$ cat config.mk
export PLATFORM = sky130hd
export DESIGN_NAME = indexed_list_store
export DESIGN_NICKNAME = d
export VERILOG_FILES = /design/src/hdl/ils_pkg.sv /design/src/hdl/ils_ctrl.sv /design/src/hdl/ils_datapath.sv /design/src/hdl/indexed_list_store.sv
export SDC_FILE = /design/constraint.sdc
export NUM_CORES = 1
export LEC_CHECK = 0
export BUFFER_PORTS_ARGS = -buffer_cell sky130_fd_sc_hd__clkbuf_2
export CAP_MARGIN = 20
export CORE_ASPECT_RATIO = 0.5
export CORE_MARGIN = 10
export CORE_UTILIZATION = 57
export CTS_CLUSTER_DIAMETER = 60
export DETAILED_ROUTE_END_ITERATION = 7
export PLACE_DENSITY = 0.73
export SYNTH_ARGS = -nofsm -noshare
export SYNTH_HDL_FRONTEND = slang
export SYNTH_SLANG_ARGS = --single-unit
$ cat constraint.sdc
create_clock -name clk -period 5.4 [get_ports clk]
set_input_delay 0.81 -clock clk [delete_from_list [all_inputs] [get_ports clk]]
set_output_delay 0.81 -clock clk [all_outputs]
set_load 0.005 [all_outputs]
$ cat src/hdl/ils_pkg.sv
// Shared types and constants for the indexed list store.
// No dependencies; used by ils_ctrl, ils_datapath and indexed_list_store.
`timescale 1ns / 1ps

package ils_pkg;

    localparam int DEPTH   = 16;
    localparam int MAX_OUT = 16;
    localparam int POS_W   = 8;
    localparam int CNT_W   = $clog2(DEPTH + 1);
    localparam int IDX_W   = $clog2(DEPTH);
    localparam int CMP_W   = ((CNT_W > POS_W) ? CNT_W : POS_W) + 1;
    localparam int OUT_W   = $clog2(MAX_OUT + 1);
    localparam int RN_W    = (CNT_W > OUT_W) ? CNT_W : OUT_W;

    typedef logic [CNT_W-1:0] ils_cnt_t;
    typedef logic [IDX_W-1:0] ils_idx_t;

    typedef enum logic [2:0] {
        OP_INS_FRONT = 3'd0,
        OP_INS_BACK  = 3'd1,
        OP_INS_AT    = 3'd2,
        OP_RM_FRONT  = 3'd3,
        OP_RM_BACK   = 3'd4,
        OP_RM_AT     = 3'd5,
        OP_CLEAR     = 3'd6,
        OP_READ      = 3'd7
    } ils_op_t;

    typedef enum logic [1:0] {
        ST_DONE    = 2'd0,
        ST_IGNORED = 2'd1,
        ST_FULL    = 2'd2
    } ils_status_t;

    typedef struct packed {
        ils_op_t            op;
        logic signed [31:0] value;
        logic [POS_W-1:0]   position;
    } ils_req_t;

    typedef struct packed {
        ils_status_t        status;
        logic signed [31:0] element;
        logic [4:0]         entry_count;
        logic               is_empty;
        logic               last;
    } ils_rsp_t;

    typedef enum logic [1:0] {
        CMD_NONE = 2'd0,
        CMD_EXEC = 2'd1,
        CMD_READ = 2'd2
    } ils_cmd_kind_t;

    // controller -> datapath
    typedef struct packed {
        ils_cmd_kind_t kind;
        ils_idx_t      rd_idx;
        logic          rd_last;
    } ils_cmd_t;

    // datapath -> controller
    typedef struct packed {
        logic     count_zero;
        ils_idx_t final_idx;
    } ils_sts_t;

endpackage

$ cat src/hdl/ils_ctrl.sv
// Request sequencer for the indexed list store: accepts requests and steps
// read-outs one entry per cycle. Depends on ils_pkg.
`timescale 1ns / 1ps

module ils_ctrl (
    input  logic              clk,
    input  logic              rst_n,
    input  logic              start,
    input  ils_pkg::ils_op_t  op,
    input  ils_pkg::ils_sts_t sts,
    output logic              busy,
    output ils_pkg::ils_cmd_t cmd
);

    typedef enum logic {
        S_IDLE,
        S_READ
    } state_t;

    state_t            state_reg, state_next;
    ils_pkg::ils_idx_t idx_reg, idx_next;

    always_comb
    begin
        cmd         = '{kind: ils_pkg::CMD_NONE, rd_idx: '0, rd_last: 1'b0};
        state_next  = state_reg;
        idx_next    = idx_reg;
        case (state_reg)
            S_IDLE:
            begin
                if (start)
                begin
                    if (op == ils_pkg::OP_READ && !sts.count_zero)
                    begin
                        // first entry goes out right away
                        cmd.kind    = ils_pkg::CMD_READ;
                        cmd.rd_idx  = '0;
                        cmd.rd_last = (sts.final_idx == '0);
                        if (!cmd.rd_last)
                        begin
                            state_next = S_READ;
                            idx_next   = ils_pkg::IDX_W'(1);
                        end
                    end
                    else
                    begin
                        cmd.kind = ils_pkg::CMD_EXEC;
                    end
                end
            end
            S_READ:
            begin
                cmd.kind    = ils_pkg::CMD_READ;
                cmd.rd_idx  = idx_reg;
                cmd.rd_last = (idx_reg == sts.final_idx);
                idx_next    = idx_reg + ils_pkg::IDX_W'(1);
                if (cmd.rd_last)
                begin
                    state_next = S_IDLE;
                end
            end
            default:
            begin
                state_next = S_IDLE;
            end
        endcase
    end

    always_ff @(posedge clk or negedge rst_n)
    begin
        if (!rst_n)
        begin
            state_reg <= S_IDLE;
            idx_reg   <= '0;
        end
        else
        begin
            state_reg <= state_next;
            idx_reg   <= idx_next;
        end
    end

    assign busy = (state_reg == S_READ);

endmodule

$ cat src/hdl/ils_datapath.sv
// Shifting entry row, entry count and result register of the indexed list
// store. Depends on ils_pkg.
`timescale 1ns / 1ps

module ils_datapath (
    input  logic              clk,
    input  logic              rst_n,
    input  ils_pkg::ils_req_t req,
    input  ils_pkg::ils_cmd_t cmd,
    output ils_pkg::ils_sts_t sts,
    output logic              result_strobe,
    output ils_pkg::ils_rsp_t result
);

    logic signed [31:0]        entries_reg  [ils_pkg::DEPTH];
    logic signed [31:0]        entries_next [ils_pkg::DEPTH];
    ils_pkg::ils_cnt_t         count_reg, count_next;
    logic                      strobe_reg, strobe_next;
    ils_pkg::ils_rsp_t         rsp_reg, rsp_next;

    logic [ils_pkg::CMP_W-1:0] cnt_ext;
    logic [ils_pkg::CMP_W-1:0] tgt;
    logic [ils_pkg::RN_W-1:0]  read_n;
    logic                      is_ins, is_rm, do_ins, do_rm, full;
    ils_pkg::ils_status_t      status;
    logic signed [31:0]        rd_data;

    assign cnt_ext = ils_pkg::CMP_W'(count_reg);
    assign full    = (count_reg == ils_pkg::CNT_W'(ils_pkg::DEPTH));

    // decode the request against the current count
    always_comb
    begin
        tgt        = '0;
        is_ins     = 1'b0;
        is_rm      = 1'b0;
        do_ins     = 1'b0;
        do_rm      = 1'b0;
        status     = ils_pkg::ST_DONE;
        count_next = count_reg;
        case (req.op)
            ils_pkg::OP_INS_FRONT: is_ins = 1'b1;
            ils_pkg::OP_INS_BACK:
            begin
                is_ins = 1'b1;
                tgt    = cnt_ext;
            end
            ils_pkg::OP_INS_AT:
            begin
                is_ins = 1'b1;
                tgt    = ils_pkg::CMP_W'(req.position);
            end
            ils_pkg::OP_RM_FRONT: is_rm = 1'b1;
            ils_pkg::OP_RM_BACK:
            begin
                // wraps high on an empty list, which then reads as out of range
                is_rm = 1'b1;
                tgt   = cnt_ext - ils_pkg::CMP_W'(1);
            end
            ils_pkg::OP_RM_AT:
            begin
                is_rm = 1'b1;
                tgt   = ils_pkg::CMP_W'(req.position);
            end
            default: ;
        endcase

        if (is_ins)
        begin
            if (full)
                status = ils_pkg::ST_FULL;
            else if (tgt > cnt_ext)
                status = ils_pkg::ST_IGNORED;
            else
                do_ins = 1'b1;
        end
        if (is_rm)
        begin
            if (count_reg == '0 || tgt >= cnt_ext)
                status = ils_pkg::ST_IGNORED;
            else
                do_rm = 1'b1;
        end

        if (cmd.kind == ils_pkg::CMD_EXEC)
        begin
            if (do_ins)
                count_next = count_reg + ils_pkg::CNT_W'(1);
            else if (do_rm)
                count_next = count_reg - ils_pkg::CNT_W'(1);
            else if (req.op == ils_pkg::OP_CLEAR)
                count_next = '0;
        end
    end

    // each cell takes the new value, its left neighbor, its right neighbor, or holds
    always_comb
    begin
        for (int i = 0; i < ils_pkg::DEPTH; i++)
        begin
            entries_next[i] = entries_reg[i];
            if (cmd.kind == ils_pkg::CMD_EXEC && do_ins)
            begin
                if (ils_pkg::CMP_W'(i) == tgt)
                    entries_next[i] = req.value;
                else if (ils_pkg::CMP_W'(i) > tgt)
                    entries_next[i] = entries_reg[(i > 0) ? i - 1 : 0];
            end
            else if (cmd.kind == ils_pkg::CMD_EXEC && do_rm)
            begin
                if (ils_pkg::CMP_W'(i) >= tgt)
                    entries_next[i] = entries_reg[(i < ils_pkg::DEPTH - 1) ? i + 1 : i];
            end
        end
    end

    assign rd_data = entries_reg[cmd.rd_idx];

    always_comb
    begin
        strobe_next = (cmd.kind != ils_pkg::CMD_NONE);
        if (cmd.kind == ils_pkg::CMD_READ)
        begin
            rsp_next.status      = ils_pkg::ST_DONE;
            rsp_next.element     = rd_data;
            rsp_next.entry_count = 5'(count_reg);
            rsp_next.is_empty    = 1'b0;
            rsp_next.last        = cmd.rd_last;
        end
        else
        begin
            rsp_next.status      = status;
            rsp_next.element     = '0;
            rsp_next.entry_count = 5'(count_next);
            rsp_next.is_empty    = (count_next == '0);
            rsp_next.last        = 1'b1;
        end
    end

    // read-out length is capped at MAX_OUT entries
    assign read_n = (ils_pkg::RN_W'(count_reg) > ils_pkg::RN_W'(ils_pkg::MAX_OUT))
                    ? ils_pkg::RN_W'(ils_pkg::MAX_OUT) : ils_pkg::RN_W'(count_reg);

    assign sts.count_zero = (count_reg == '0);
    assign sts.final_idx  = ils_pkg::IDX_W'(read_n - ils_pkg::RN_W'(1));

    always_ff @(posedge clk or negedge rst_n)
    begin
        if (!rst_n)
        begin
            count_reg  <= '0;
            strobe_reg <= 1'b0;
        end
        else
        begin
            count_reg  <= count_next;
            strobe_reg <= strobe_next;
        end
    end

    always_ff @(posedge clk)
    begin
        entries_reg <= entries_next;
        rsp_reg     <= rsp_next;
    end

    assign result_strobe = strobe_reg;
    assign result        = rsp_reg;

endmodule

$ cat src/hdl/indexed_list_store.sv
// Top level of the indexed list store: ties the request sequencer to the
// entry datapath. Depends on ils_pkg, ils_ctrl and ils_datapath.
`timescale 1ns / 1ps

// A request is taken at a rising edge with start high and busy low. Insert,
// remove and clear requests each give a single result: it appears on
// result, with result_strobe high, in the cycle after the request is taken, and
// busy stays low, so a new request may follow every cycle. Inserts and removes
// shift the entry row by one place in that cycle. A read-out of n entries
// (n capped at 16) gives n results back to back, one entry a cycle through the
// entry select, with busy high while the entries after the first are issued;
// an empty list gives one result. Each result is shown for one cycle only and
// must be taken then: there is no way to hold it off.
module indexed_list_store (
    input  logic              clk,
    input  logic              rst_n,
    input  logic              start,
    input  ils_pkg::ils_req_t req,
    output logic              busy,
    output logic              result_strobe,
    output ils_pkg::ils_rsp_t result
);

    ils_pkg::ils_cmd_t cmd;
    ils_pkg::ils_sts_t sts;

    ils_ctrl u_ctrl (
        .clk   (clk),
        .rst_n (rst_n),
        .start (start),
        .op    (req.op),
        .sts   (sts),
        .busy  (busy),
        .cmd   (cmd)
    );

    ils_datapath u_datapath (
        .clk           (clk),
        .rst_n         (rst_n),
        .req           (req),
        .cmd           (cmd),
        .sts           (sts),
        .result_strobe (result_strobe),
        .result        (result)
    );

    // a non-read request answers with one final result in the next cycle
    a_single_result: assert property (@(posedge clk) disable iff (!rst_n)
        start && !busy && req.op != ils_pkg::OP_READ |=> result_strobe && result.last)
        else $error("single result missing after request");

    // a read-out streams without gaps until its last entry
    a_stream_gapless: assert property (@(posedge clk) disable iff (!rst_n)
        result_strobe && !result.last |=> result_strobe)
        else $error("read-out stream broke before last entry");

    // busy only follows a read-out that still has entries to send
    a_busy_stream: assert property (@(posedge clk) disable iff (!rst_n)
        busy |-> result_strobe && !result.last)
        else $error("busy without a read-out in progress");

    a_empty_count: assert property (@(posedge clk) disable iff (!rst_n)
        result_strobe && result.is_empty |-> result.entry_count == 5'd0)
        else $error("empty list reported with nonzero count");

endmodule
; After elaboration in Yosys (flattened, before gate mapping)
; Cells that the tools add are included.
[classes]
n_addsub = 5
magnitude_cmp = 34
eq_ne = 44
n_mux = 111
bitwise_logic = 2
n_reduce_logical = 48
[ops]
columns = op, count
row1 = $mux 32, 78
row2 = $bmux 32 s4, 1
row3 = $eq 4x9->1 const A, 8
row4 = $gt 4x9->1 const A, 8
row5 = $ge 4x9->1 const A, 7
row6 = $reduce_and 3->1, 16
row7 = $eq 3x9->1 const A, 4
row8 = $ge 3x9->1 const A, 4
row9 = $gt 3x9->1 const A, 4
row10 = $reduce_bool 2->1, 18
row11 = $ne 3x3->1 const B, 9
row12 = $pmux 9 s3, 1
row13 = $mux 5, 4
row14 = $eq 2x9->1 const A, 2
row15 = $ge 1x9->1 const A, 2
row16 = $ge 2x9->1 const A, 2
row17 = $gt 2x9->1 const A, 2
row18 = $mux 4, 4
row19 = $ne 3x1->1 const B, 5
row20 = $mux 7, 2
row21 = $pmux 7 s2, 1
row22 = $mux 1, 13
row23 = $eq 3x3->1 const B, 4
row24 = $logic_not 5->1, 2
row25 = 33 further kinds, 43
[totals]
regBits = 564
inputBits = 46
elab_cells = 269

; Depth between registers and ports, before layout
; Gate-level depths: netlist of run 1.
[depth]
word_depth = 12
depth_mapped = 21
mapped_depth_nobuf = 16

; Hierarchy
; A second synthesis of run 1 with hierarchy kept.
[hier_totals]
cells_unflattened = 2704
hier_area_um2 = 32039.5
[by_module_without_submodules]
columns = module, instances, cells_per_inst, area_per_inst_um2, seq_area_each_um2
row1 = ils_datapath, 1, 2669, 31674.1, 16345.7
row2 = ils_ctrl, 1, 35, 365.4, 125.1

; Worst setup path after synthesis of run 1
; OpenSTA, ideal clock, no wires.
[synth_path]
path_type = input to register
start = input port req[42] (netlist name)
end = register u_datapath.entries_reg[224] (netlist name), enable pin
arrival_time_ns = 5.739
path_slack_ns = -0.814
stages = 14
path_buffers = 2
path_cell_list = buf_4 -> mux2_1 -> nand2_1 -> a21oi_1 -> a21oi_2 -> inv_2 -> buf_2 -> ha_1 -> a21oi_1 -> o21a_1 -> a31oi_1 -> o311ai_4 -> nand2_1 -> a221oi_1
[synth_via]
elab_chain_cells = 10
word_cells_on_any_way = 35
classes_between = 4 x order compare / 9 x eq/ne / 11 x mux / 11 x reduce/logical
[synth_rtl]
columns = item, line
row1 = start: declaration, indexed_list_store.sv:18  ; input ils_pkg::ils_req_t req,
row2 = $eq 3x2->1 / $eq 3x3->1 (equally long branches), ils_datapath.sv:41  ; case (req.op)
row3 = $reduce_or 2->1 (no source line), -
row4 = $pmux 9 s3, ils_datapath.sv:41
row5 = $gt 9x5->1 / $ge 9x5->1 (equally long branches), "ils_datapath.sv:72, ils_datapath.sv:79"
row6 = $mux 1 / $logic_or 1x1->1 (equally long branches), "ils_datapath.sv:72, ils_datapath.sv:79"
row7 = "$mux 1, on equally long branches", "ils_datapath.sv:70, ils_datapath.sv:79"
row8 = "$mux 1, on equally long branches", "ils_datapath.sv:68, ils_datapath.sv:77"
row9 = "$logic_and 1x1->1, on equally long branches", "ils_datapath.sv:102, ils_datapath.sv:109"
row10 = $ne 3x3->1 (no source line) / $reduce_bool 2->1 (equally long branches), -
row11 = $reduce_and 3->1 (no source line) *, -
row12 = end signal: assignment, ils_datapath.sv:163  ; entries_reg <= entries_next;
row13 = end: declaration, ils_datapath.sv:15  ; logic signed [31:0] entries_reg [ils_pkg::DEPTH];
; Mark *: on every way between the ends. The rest lies on a longest branch, timed or not.
; A chain may end at the register's enable or synchronous reset.

; Worst setup path in the final report of run 1
[layout_path]
start = register u_datapath.count_reg[1]
end = register u_datapath.entries_reg[423] (netlist name), enable pin
[layout_via]
elab_chain_cells = 10
word_cells_on_any_way = 27
classes_between = 1 x add/sub / 4 x order compare / 4 x eq/ne / 9 x mux / 9 x reduce/logical
[layout_rtl]
columns = item, line
row1 = start: declaration, ils_datapath.sv:17  ; ils_pkg::ils_cnt_t count_reg, count_next;
row2 = start signal: assignment, ils_datapath.sv:156  ; count_reg <= count_next;
row3 = branches (longest 9 deep; another with $gt 9x5->1), -
row4 = $reduce_and 3->1 (no source line) *, -
; Mark *: on every way between the ends.

==> out/metrics.yaml, run 1 <==
yosys-top-cells-area: "edfxtp_1 (47%), mux2i_1 (15%), o21ai_0 (7.2%), nand2_1 (6.9%), mux2_2 (6.6%)"
synth_top_area_cell: "edfxtp_1"
io_pins: 89
path_clk_slew_ns: 0.07
row_count: 61
grt_max_degree: 147
synth_seq_cells: 564
synth_top_area_share_pct: 47.0
leakagePower_uw: 0.0143
ant_nets: 0
overflow: 0
syn-cell-area_um2: 32700
layout-drive-gt1-share_pct: 15.9
die-area_um2: 68000
coreArea_um2: 56200
met2_usage_pct: 41.2
cts_tree: "built"
hold_violations: 0
grtUsageTotal_pct: 27.6
clk_path_buf_depth: 3
max_freq_mhz: 207
synth_edf_count: 512
htree_levels: 2
grt_pass1_wl_um: 149000
worstPathCellList: "inv_1 -> ha_1 -> xor2_1 -> nand3_1 -> a21oi_1 -> a21oi_2 -> inv_2 -> ha_1 -> a21oi_1 -> o21a_1 -> a31oi_1 -> o311ai_4 -> nand2_1 -> a211o_4 -> or2_0 -> buf_4 -> nor3b_4 -> buf_4"
wl_per_cell_um: 25.4
initial_core_util_pct: 58.3
post_cts_resized: 0
cts_sinks: 564
async_flop_share_pct: 1.95
fillers: 4428
max-slew-margin-rel_pct: 24.3
critPathCaptureType: "flip-flop"
die-width_um: 359
cts_setup_buffers: 0
drt-pass1-iter-count: 6
hold_ws_ns: 0.0609
critPathKind: "reg -> reg"
peakVddDrop_mv: 0.644
dpl_cell_area_um2: 34000
ys.flop_type: "edfxtp_1"
fin_nets: 3127
finalCriticalPeriod_ns: 4.83
fin_util_pct: 63.6
use_met3_pct: 6.99
worstPathMaxFanout: 20
hp-class: "in -> async"
slew_viol_final: 0
rsz0062_at_grt: "no"
yosys-top-cells-count: "nand2_1 (606), edfxtp_1 (512), mux2i_1 (482), o21ai_0 (473), mux2_2 (192)"
finalSetupViolCount: 0
avgSynthCellArea_um2: 10.5
cp.required_ns: 5.66
cts-hold-fix-buffers: 0
grt_pass1_vias: 24100
port_buffers: 88
finalPower_uw: 14800
critPathMaxStageDelay_ns: 0.52
cts-buffers-inserted: 53
syn_nets: 3186
ys_warn_count: 0
clock_latency_ns: 0.62
yosysSeqAreaShare_pct: 50.3
finClkSkew_ns: 0.0217
cp_data_arrival_time_ns: 5.09
grt_util_met1_pct: 39.6
worst_pin_slew_ns: 1.14
antenna_found_initial: 1
grt.busiest_layer: "met2"
place_congestion: 0.883
critPathLaunchType: "flip-flop"
via_per_inst: 6.60
drc: 0
drt-total-wl_um: 98400
synthMostInstantiatedCell: "nand2_1"
via_count: 25500
finalCritPeriodShare_pct: 89.4
final_cell_area_um2: 35700
maxCapViolCount: 0
tns_ns: 0
outcome: "complete, no violations"
syn_inst: 3131
slowest_stage: "dfrtp_1"
cts_root_buffer: "clkbuf_16"
powerDensity_nw_per_um2: 413
area_growth_pct: 9.13
synth_cell_types: 69
dp_hpwl_um: 58200
drt_iter0_markers: 3717
regToRegSetupSlack_ns: 0.57
largest_register_ffs: 512
fp.dieH_um: 189
-- cells by family (layout without fill, tap and decap cells) --
| logic type | after synthesis | count (layout) | share of synthesized area [%] |
|---|---|---|---|
| muxes | 676 | 676 | 21.4 |
| and+or+nand+nor | 791 | 791 | 9.91 |
| other | 0 | 1 | 0 |
| DFF | 564 | 564 | 50.3 |
| AOI/OAI and AO/OA | 772 | 772 | 13.5 |
| buffers and inverters | 309 | 291 | 4.26 |
| xor gates and xnor gates | 10 | 10 | 0.267 |
| adders and majority gates | 9 | 9 | 0.344 |
-- critical path, delay by kind of cell (launching register included) --
kind / cells / cell delay, ns
AND/OR/NAND/NOR: 4 / 0.71
buffers and inverters: 4 / 0.80
adder cells (fa/ha/maj): 2 / 0.59
XOR/XNOR: 1 / 0.18
flip-flops: 1 / 0.52
AO/OA/AOI/OAI: 7 / 1.66
-- through the flow --
| stage | std cells | setup WS [ns] |
|---|---|---|
| after CTS | 3868 | 0.679 |
| final | 3870 | 0.571 |
| after global placement | 3771 | 0.244 |
| after detailed placement | 3772 | 0.188 |
| after floorplan | 3131 | -0.291 |
| after global routing | 3870 | 0.288 |
-- per-layer routing --
metal,vias up,part of all wire (%)
li1,11400,-
met1,12400,43
met2,1612,43
met3,164,12
met4,0,2.1
met5,-,0
-- layout by cell type, fill, tap and decap left out, drive strengths merged, types with 2 or more instances in the layout --
cell,netlist,layout
a2111oi,2,2
a211o,2,2
a211oi,2,2
a21o,3,3
a21oi,81,81
a221oi,98,98
a31oi,39,39
and2,5,5
and3,3,3
and3b,2,2
buf,105,90
bufinv,0,4
clkbuf,187,156
clkinv,0,22
dfrtp,11,11
dfxtp,41,41
edfxtp,512,512
ha,9,9
inv,17,18
mux2,194,194
mux2i,482,482
nand2,607,607
nand2b,7,7
nand3,15,15
nand4,2,2
nand4b,2,2
nor2,83,83
nor2b,2,2
nor3,41,41
nor3b,5,5
o211ai,3,3
o21a,4,4
o21ai,522,522
o221ai,3,3
or2,4,4
or3,9,9
xnor2,5,5
xor2,5,5
-- power breakdown --
group / internal (µW) / total (µW) / switching, µW
clock: 2070 / 3790 / 1710
combinational: 1910 / 5390 / 3480
sequential: 5180 / 5600 / 416
-- area by class of cell --
cell class,instances,area [µm²],area share (%)
Sequential cell,564,16500,46.1
Inverter,17,63.8,0.179
Clock buffer,68,1450,4.04
Multi-Input combinational cell,2258,15100,42.4
Timing Repair Buffer,178,1410,3.96
Tap cell,756,946,2.65
Clock inverter,28,239,0.669
Antenna cell,1,2.50,0.00700
-- final timing paths --
| check | from | end | cells after the start |
|---|---|---|---|
| max | u_datapath.count_reg[1] | u_datapath.entries_reg[423] | 18 |
| min | rst_n | u_datapath.result_strobe | 1 |
| max reg2reg | u_datapath.count_reg[1] | u_datapath.entries_reg[423] | 18 |
| min reg2reg | u_datapath.entries_reg[25] | u_datapath.entries_reg[57] | 2 |
| max in group asynchronous | rst_n | u_ctrl.idx_reg[2] | 1 |
| min in group clk | start | u_datapath.result_strobe | 2 |
Power figures use the tool's default switching activity.
==> run 2: changes to the inputs <==
--- a/config.mk
+++ b/config.mk
@@ -5,14 +5,14 @@
 export SDC_FILE = /design/constraint.sdc
 export NUM_CORES = 1
 export LEC_CHECK = 0
-export BUFFER_PORTS_ARGS = -buffer_cell sky130_fd_sc_hd__clkbuf_2
+export BUFFER_PORTS_ARGS = -buffer_cell sky130_fd_sc_hd__buf_4
 export CAP_MARGIN = 20
 export CORE_ASPECT_RATIO = 0.5
 export CORE_MARGIN = 10
 export CORE_UTILIZATION = 57
 export CTS_CLUSTER_DIAMETER = 60
 export DETAILED_ROUTE_END_ITERATION = 7
-export PLACE_DENSITY = 0.73
+export PLACE_DENSITY = 0.75
 export SYNTH_ARGS = -nofsm -noshare
 export SYNTH_HDL_FRONTEND = slang
 export SYNTH_SLANG_ARGS = --single-unit
==> out/metrics.yaml, run 2 (same netlist as run 1, synthesis figures left out) <==
max_freq_mhz: 204
initial_core_util_pct: 58.3
critPathLaunchType: "flip-flop"
cp_data_arrival_time_ns: 5.20
slew_viol_final: 0
finalCritPeriodShare_pct: 90.8
grt_max_degree: 204
fp.dieH_um: 189
io_pins: 89
critPathKind: "reg -> reg"
powerDensity_nw_per_um2: 415
htree_levels: 2
clock_latency_ns: 0.63
peakVddDrop_mv: 0.441
crit_path_start: "u_datapath.count_reg[1]"
max-slew-margin-rel_pct: 20.2
final.setup.worst_slack_ns: 0.495
instances_no_fill: 3859
finalCriticalPeriod_ns: 4.91
wl_per_cell_um: 25.9
layout-drive-gt1-share_pct: 15.5
cts-buffers-inserted: 53
worstPathCellList: "inv_1 -> ha_1 -> xor2_1 -> nand3_1 -> a21oi_1 -> a21oi_2 -> inv_2 -> ha_1 -> a21oi_1 -> o21a_1 -> a31oi_1 -> o311ai_4 -> nand2_1 -> a211o_4 -> or2_0 -> buf_4 -> nor3b_4 -> buf_12"
drc: 0
overflow: 0
layout_common_cells: "nand2_1 (602), edfxtp_1 (512), mux2i_1 (482), o21ai_0 (473), mux2_2 (192)"
hold_violations: 0
fin_nets: 3111
cts-hold-fix-buffers: 0
register_area_um2: 16500
cts_sinks: 564
final_common_cell: "nand2_1"
slowest_stage: "dfrtp_1"
drt-pass1-iter-count: 6
worst_pin_slew_ns: 1.20
multi_input_area_um2: 15100
antenna_found_initial: 2
cts_setup_buffers: 0
grt_pass1_wl_um: 150000
leakagePower_uw: 0.0143
post_cts_resized: 0
cts_root_buffer: "clkbuf_16"
coreArea_um2: 56200
clk_path_buf_depth: 3
finalSetupViolCount: 0
row_count: 61
die-area_um2: 68000
hold_ws_ns: 0.0211
hp-class: "in -> async"
cts_tree: "built"
largest_register_ffs: 512
critPathCaptureType: "flip-flop"
worstPathMaxFanout: 32
rsz0062_at_grt: "no"
die-width_um: 359
fillers: 4406
via_per_inst: 6.66
dp_hpwl_um: 54500
worstReg2RegStart: "u_datapath.count_reg[1]"
dp_slack_ns: 0.180
dp_cells: 3757
finalPower_uw: 14900
drt-total-wl_um: 100000
place_congestion: 0.894
cp.required_ns: 5.70
path_clk_slew_ns: 0.07
via_count: 25700
grtUsageTotal_pct: 28.0
critPathMaxStageDelay_ns: 0.51
port_buffers: 88
outcome: "complete, no violations"
maxCapViolCount: 0
finClkSkew_ns: 0.0191
drt_iter0_markers: 3907
area_growth_pct: 9.77
ant_nets: 0
grt_pass1_vias: 24300
==> run 2: worst paths after layout <==
path | to | slack (ns) | cells after the start
max | u_datapath.entries_reg[440] | 0.49 | 18
min | u_ctrl.busy | 0.02 | 1
max reg2reg | u_datapath.entries_reg[440] | 0.49 | 18
min reg2reg | u_datapath.entries_reg[59] | 0.55 | 2
max in group asynchronous | u_ctrl.idx_reg[1] | 5.20 | 1
min in group clk | u_datapath.result_strobe | 0.45 | 2
==> run 2: power breakdown <==
| part | internal, µW | switching, µW | total, µW |
|---|---|---|---|
| clock network | 2150 | 1730 | 3890 |
| registers | 5180 | 358 | 5540 |
| logic | 1970 | 3520 | 5490 |
==> run 2: final cells by class <==
| cell class | count | share of cell area, % |
|---|---|---|
| well taps | 756 | 2.63 |
| repair buffers | 162 | 4.39 |
| inverters | 17 | 0.178 |
| diodes | 2 | 0.0139 |
| multi-input cells | 2258 | 42.1 |
| clock inverters | 24 | 0.794 |
| flip-flops and latches | 564 | 45.9 |
| clock buffers | 76 | 4.01 |
==> run 2: per-layer routing <==
layer	track usage (%)	up-vias	part of all wire, %
met5	0	-	0
met1	39.1	12300	41
li1	-	11400	-
met2	42.4	1714	44
met3	7.43	238	13
met4	8.60	0	2.8
==> run 2: metrics by stage <==
step	util (%)	setup TNS [ns]	instance area (µm²)
floorplan	-	-93.92	32800
global placement	60.9	0	34200
detailed placement	60.9	0	34200
CTS	64.0	0	35900
global route	64.0	0	35900
finish	64.0	0	35900
==> run 2: critical path: cells and delay by family (launching register included) <==
kind	cells	cell delay [ns]
flops	1	0.51
simple gates	4	0.85
buf+inv	4	0.74
fa+ha+maj	2	0.58
compound gates	7	1.69
xor+xnor	1	0.18
